File: src/hw/rtl/bdq_pkg.sv
// Shared types, constants and helper functions of the bilinear downscale and quantize unit.
// Used by the channel interfaces, the quantizer and the top level. No dependencies.
package bdq_pkg;

    // Sizes of the line buffer, the fixed-point coordinates and the ports.
    localparam int MAX_WIDTH  = 256;
    localparam int FRAC_BITS  = 16;
    localparam int COL_W      = $clog2(MAX_WIDTH);
    localparam int DIM_W      = 9;
    localparam int STEP_W     = 24;
    localparam int COORD_W    = DIM_W + STEP_W + 1;
    localparam int IPART_W    = COORD_W - FRAC_BITS;
    localparam int PIX_W      = 8;
    localparam int POS_W      = 8;
    localparam int QUANT_W    = 32;
    localparam int CFG_IDX_W  = 3;
    localparam int CFG_DATA_W = 32;
    localparam int DIM_MAX    = 256;

    // Smallest step, one in Q16; smaller step settings are raised to it.
    localparam logic [STEP_W-1:0] STEP_ONE = STEP_W'(1) << FRAC_BITS;

    // Configuration register indexes.
    typedef enum logic [CFG_IDX_W-1:0] {
        REG_IN_WIDTH   = 3'd0,
        REG_IN_HEIGHT  = 3'd1,
        REG_OUT_WIDTH  = 3'd2,
        REG_OUT_HEIGHT = 3'd3,
        REG_STEP_X     = 3'd4,
        REG_STEP_Y     = 3'd5,
        REG_QUANT_GAIN = 3'd6,
        REG_QUANT_BIAS = 3'd7
    } cfg_reg_t;

    // Steps of the per-pixel sequencer.
    typedef enum logic [3:0] {
        S_IDLE,
        S_ROWS,
        S_XMUL,
        S_HMUL,
        S_VMUL,
        S_QMUL,
        S_QADD,
        S_QOUT,
        S_FIN
    } state_t;

    // Lower and upper neighbor index of a source coordinate.
    typedef struct packed {
        logic [DIM_W-1:0] p0;
        logic [DIM_W-1:0] p1;
    } split_t;

    // Stage enables of the quantizer.
    typedef struct packed {
        logic mul_en;
        logic add_en;
    } quant_ctrl_t;

    // Limits a frame dimension to 1..DIM_MAX, or to 0..DIM_MAX when zero is allowed.
    function automatic logic [DIM_W-1:0] clamp_dim(input logic [DIM_W-1:0] v,
                                                   input logic allow_zero);
        logic [DIM_W-1:0] r;
        begin
            if (v > DIM_W'(DIM_MAX))
                r = DIM_W'(DIM_MAX);
            else if (v == '0 && !allow_zero)
                r = DIM_W'(1);
            else
                r = v;
            return r;
        end
    endfunction

    // Integer part of a coordinate split into the two neighbors, both clamped to n-1.
    function automatic split_t split_coord(input logic [IPART_W-1:0] ipart,
                                           input logic [DIM_W-1:0] n);
        logic [DIM_W-1:0]   last;
        logic [IPART_W:0]   nxt;
        split_t             s;
        begin
            last = n - DIM_W'(1);
            nxt  = {1'b0, ipart} + (IPART_W+1)'(1);
            s.p0 = (ipart >= IPART_W'(last)) ? last : ipart[DIM_W-1:0];
            s.p1 = (nxt >= (IPART_W+1)'(last)) ? last : nxt[DIM_W-1:0];
            return s;
        end
    endfunction

endpackage

File: src/hw/rtl/bdq_quant.sv
// Two-stage quantizer: pixel times gain plus bias, scaled by 2^-16 toward zero, int8 saturated.
// Depends on bdq_pkg.
module bdq_quant (
    input  logic                          clk,
    input  bdq_pkg::quant_ctrl_t          ctrl,
    input  logic [bdq_pkg::PIX_W-1:0]     pix,
    input  logic signed [bdq_pkg::QUANT_W-1:0] gain,
    input  logic signed [bdq_pkg::QUANT_W-1:0] bias,
    output logic signed [bdq_pkg::PIX_W-1:0]   value
);
    import bdq_pkg::*;

    localparam int MUL_W = PIX_W + 1 + QUANT_W;
    localparam int SUM_W = MUL_W + 1;
    localparam int Q_W   = SUM_W - FRAC_BITS;

    logic signed [MUL_W-1:0] mul_reg;
    logic signed [SUM_W-1:0] sum_reg;
    logic signed [SUM_W-1:0] adj;
    logic signed [Q_W-1:0]   q;

    // Product and offset stages.
    always_ff @(posedge clk)
    begin
        if (ctrl.mul_en)
        begin
            mul_reg <= $signed({1'b0, pix}) * gain;
        end
        if (ctrl.add_en)
        begin
            sum_reg <= mul_reg + bias;
        end
    end

    // A negative sum is biased up so that the arithmetic shift truncates toward zero.
    assign adj = sum_reg + (sum_reg[SUM_W-1] ? SUM_W'((1 << FRAC_BITS) - 1) : SUM_W'(0));
    assign q   = $signed(adj[SUM_W-1:FRAC_BITS]);

    // Saturation to the int8 range.
    always_comb
    begin
        if (q > Q_W'(127))
            value = 8'sd127;
        else if (q < -Q_W'(128))
            value = -8'sd128;
        else
            value = $signed(q[PIX_W-1:0]);
    end

endmodule

File: config.mk
export PLATFORM = sky130hd
export DESIGN_NAME = bdq_quant
export DESIGN_NICKNAME = d
export VERILOG_FILES = /design/src/hw/rtl/bdq_pkg.sv /design/src/hw/rtl/bdq_quant.sv
export SDC_FILE = /design/constraint.sdc
export NUM_CORES = 1
export LEC_CHECK = 0
export ABC_AREA = 1
export BUFFER_PORTS_ARGS = -buffer_cell sky130_fd_sc_hd__buf_4
export CORE_MARGIN = 2
export CORE_UTILIZATION = 34
export DETAILED_ROUTE_END_ITERATION = 16
export GPL_ROUTABILITY_DRIVEN = 0
export GPL_TIMING_DRIVEN = 1
export SYNTH_ARGS = -nofsm -noshare
export SYNTH_HDL_FRONTEND = slang
export SYNTH_SLANG_ARGS = --single-unit
File: constraint.sdc
create_clock -name clk -period 14 [get_ports clk]
set_input_delay 2.1 -clock clk [delete_from_list [all_inputs] [get_ports clk]]
set_output_delay 2.1 -clock clk [all_outputs]
set_load 0.01 [all_outputs]
# After elaboration in Yosys (flattened, before gate mapping)
# Index checks and enable logic that the tools add are counted.
[word_totals] reg_bits=83 in_bits=75 out_inout_bits=8 wordCells=10
[classes] addsub=2 magnitude_cmp=2 n_mul=1 muxes=3
[op_table] cell="$add A41 B32 Y42" n=1
[op_table] cell="$add A42 B17 Y42" n=1
[op_table] cell="$mul A9 B32 Y41" n=1
[op_table] cell="$gt A26 B8 Y1 const B" n=1
[op_table] cell="$lt A26 B8 Y1 const B" n=1
[op_table] cell="$mux W16" n=1
[op_table] cell="$mux W8" n=2

# Depth between registers and ports, before layout
[depth] depth_word=5 ltp_mapped=24 mapped_depth_nobuf=23

# Worst setup path after synthesis
# No wires, ideal clock.
[synth_timing] kind="in2reg" from="in pix[5] in the netlist's numbering" to="reg mul_reg[27] (data pin)" n_path_buf=1 required_ps=13735 setup_ps=265 slack_ps=7630 cell_stages=20 arrival_time_ps=6105 path_cell_list="clkbuf_1 nand2_1 fa_1 fa_1 inv_1 fa_1 inv_1 fa_1 inv_1 ha_1 a21o_1 nand3_1 nand2_1 nand2_1 nand2_1 nor2_1 o21ai_2 a21boi_0 o21ai_0 xor2_1"
[synth_via] elab_chain_cells=1
[synth_lines] item="start: declaration" line="bdq_quant.sv:6" rtl="input logic [bdq_pkg::PIX_W-1:0] pix,"
[synth_lines] item="$mul A9 B32 Y41" line="bdq_quant.sv:27" rtl="mul_reg <= $signed({1'b0, pix}) * gain;"
[synth_lines] item="end signal: assignment" line="bdq_quant.sv:27"
[synth_lines] item="end: declaration" line="bdq_quant.sv:17" rtl="logic signed [MUL_W-1:0] mul_reg;"
# Every way passes these cells.
# A chain may end at the register's enable or synchronous reset.

# Worst setup path after layout
[layout_timing] from="in pix[2] in the netlist's numbering" to="reg mul_reg[28] (data pin)"
# The elaborated chain is that of the path after synthesis.

==> run_results.csv <==
group,metric,value,unit
synthesis,synth_cells,2263,
worst_setup_path,rr_startpoint,"mul_reg[0]",
synthesis,async_flop_share,0,%
worst_setup_path,worst-r2r-cell-count,14,
floorplanning,dieWidth,223,um
worst_setup_path,cp.required,14080,ps
outcome,status,"finished, final reports clean",
detailed_routing,wl_per_cell,13.9,um
flow_run,cap_violations,0,
floorplanning,die_h,223,um
worst_setup_path,r2r_setup_slack,11270,ps
final_layout,final_layout_size_suffix_gt1_share,5.77,%
synthesis,ys_warn_count,0,
synthesis,synth.top_cell.area_share,24.4,%
power,power.total,3.65,mW
sta,finalHoldViolCount,0,
worst_setup_path,crit_type,"in2reg",
cts,ctsResizeCount,0,
synthesis,ys_seq_elements,83,
synthesis,synth_cell_types,45,
power,cellPowerDensity,205,nW/um^2
sta,rsz0062_at_grt,"no",
cts,clk_pin_slew,60,ps
cts,cts_htree_levels,3,
grt,grt.total_usage,16.7,%
min_path,holdCritStartpoint,"mul_reg[0]",
sta,setup_violations,0,
grt,grt_max_degree,43,
final_layout,largest_register_ff_count,42,
grt,grt_pass1_vias,14234,
sta,fin_crit,6730,ps
sta,relSlewSlack,53.5,%
sta,period_share,48.1,%
sta,clock_skew,6.49,ps
final_layout,antenna_cells,0,
cts,cts_buffer_depth,2,
synthesis,synth-main-ff-cell,"edfxtp_1",
synthesis,synth_edf_count,83,
placed_design,io_buffers,82,
worst_setup_path,start_kind,"primary input",
detailed_routing,vias,13706,
synthesis,yosysTopAreaCell,"fa_1",
worst_setup_path,endpoint_kind,"register",
synthesis,synth_area_leaders,"fa_1 24%, edfxtp_1 15%, nand2_1 14%",
floorplanning,core.rowCount,80,
final_layout,layout_commonest_cell,"nand2_1",
min_path,min_to,"sum_reg[0]",
synthesis,yosysSeqAreaShare,15.3,%
worst_setup_path,reg2reg_to,"sum_reg[28]",
worst_setup_path,startpoint,"pix[2]",
floorplanning,ios,83,
sta,tightest_slew,698,ps
detailed_routing,vias_per_cell,4.69,
cts,clock_sinks,83,
synthesis,syn_area,16300,um^2
grt,grt_first_pass_wirelength,68400,um
cts,cts_buffers,9,
final_layout,layout_common_cells,"607 x nand2_1, 590 x inv_1, 199 x fa_1",
detailed_routing,antenna_left,0,
floorplanning,die_area,49700,um^2
floorplanning,start_util,34.3,%
min_path,min_path_type,"reg2reg",
final_layout,fillers,4969,
detailed_routing,drt_iter0_markers,702,
sta,drv_slew,0,
cts,ctsHoldBuffers,0,
grt,gr-total-overflow,0,
detailed_routing,drtPass1Iterations,5,
power,vdd_drop_max,0.0000828,V
worst_setup_path,arrival,6810,ps
cts,post-cts-setup-buffers,0,
sta,fmax,149,MHz
min_path,min_path_cells,1,
final_layout,fin_cells,2920,
final_layout,synthToLayoutAreaGrowth,8.95,%
final_layout,num-nets-final,2712,
sta,tns,0,ps
cts,root_buffer,"clkbuf_16",
cts,clock_latency,340,ps
placed_design,dpl.cell_count,2904,
synthesis,synth_nets,2675,
floorplanning,core,47500,um^2
synthesis,postSynthAreaPerCell,7.21,um^2
detailed_routing,drcViolationCount,0,
placed_design,dpl.hpwl,34800,um
worst_setup_path,cp_max_fo,32,
cts,tritoncts,"done",
power,leakagePower,9.99,nW
grt,antenna_found_initial,1,
detailed_routing,wirelength,40500,um
-- cell families (layout without fill, tap and decap cells) --
kind of cell    count (synthesis)  in the layout  share of synthesized area [%]
flops                          83             83                           15.3
fa+ha+maj                     337            337                           35.0
buf+inv                       647            689                           15.0
xor+xnor                       80             80                           4.34
compound gates                227            227                           8.12
simple gates                  889            889                           22.2
-- final cells by class --
cell class                 count  area, um^2  share of cell area, %
clock buffer                  11         233                   1.31
clock inverter                 5        77.6                  0.437
inverter                     591        2220                   12.5
multi-input combinational   1533       11400                   64.0
sequential                    83        2490                   14.0
tap                          615         769                   4.33
timing repair buffer          82         616                   3.46
-- through the flow --
stage / utilization (%) / setup slack (ps) / hold WS [ps] / instance area [um^2]
3_5_place_dp: 36.7 / 6910 / 577 / 17500
3_3_place_gp: 36.7 / 6920 / 578 / 17500
5_1_grt: 37.4 / 6880 / 621 / 17800
6_report: 37.4 / 7270 / 596 / 17800
4_1_cts: 37.4 / 7270 / 593 / 17800
2_1_floorplan: - / 7630 / 513 / 16300
-- synthesized netlist by cell type, types with 6 or more instances --
library cell,n
o21ai_0,51
nand2_1,607
clkbuf_1,36
nand2_2,11
nor2_1,162
fa_1,199
a21o_1,8
nand3_1,51
inv_1,590
edfxtp_1,83
o21bai_1,12
nand3b_1,9
clkbuf_2,20
nor4_1,6
o211ai_1,6
ha_1,138
nand4_1,14
nor3_1,8
xnor2_1,27
a31oi_1,23
xor2_1,52
a21oi_1,96
-- critical path, stage by stage --
cell	delay, ps
buf_4	340
nand2_1	140
fa_1	550
inv_1	50
fa_1	480
fa_1	500
inv_1	50
fa_1	550
inv_1	50
ha_1	360
a21oi_1	260
o21ai_0	120
a21oi_1	240
o211ai_1	200
a31oi_1	420
o21ai_0	180
xor2_1	180
-- where the power goes --
group	switching [mW]	total, mW	internal, mW
clock network	0.0902	0.246	0.156
registers	0.0805	0.611	0.531
logic	1.77	2.79	1.02
total	1.94	3.65	1.71
-- worst max-delay path by stage --
stage,end,slack [ps],depth (start not counted)
after floorplan,mul_reg[27],7630,20
after global routing,mul_reg[40],6880,21
after CTS,mul_reg[40],7270,20
after global placement,mul_reg[40],6920,20
after detailed placement,mul_reg[40],6910,20
final,mul_reg[28],7270,17
-- routing by layer --
| metal | vias to the layer above | track usage (%) | wire length (um) |
|---|---|---|---|
| met1 | 6486 | 21.5 | 18300 |
| met2 | 290 | 30.5 | 20000 |
| met3 | 59 | 1.11 | 1420 |
| met4 | 2 | 3.94 | 814 |
| met5 | - | 0 | 13 |
| li1 | 6869 | - | - |
Note: power is estimated with default switching activity, not from simulation.
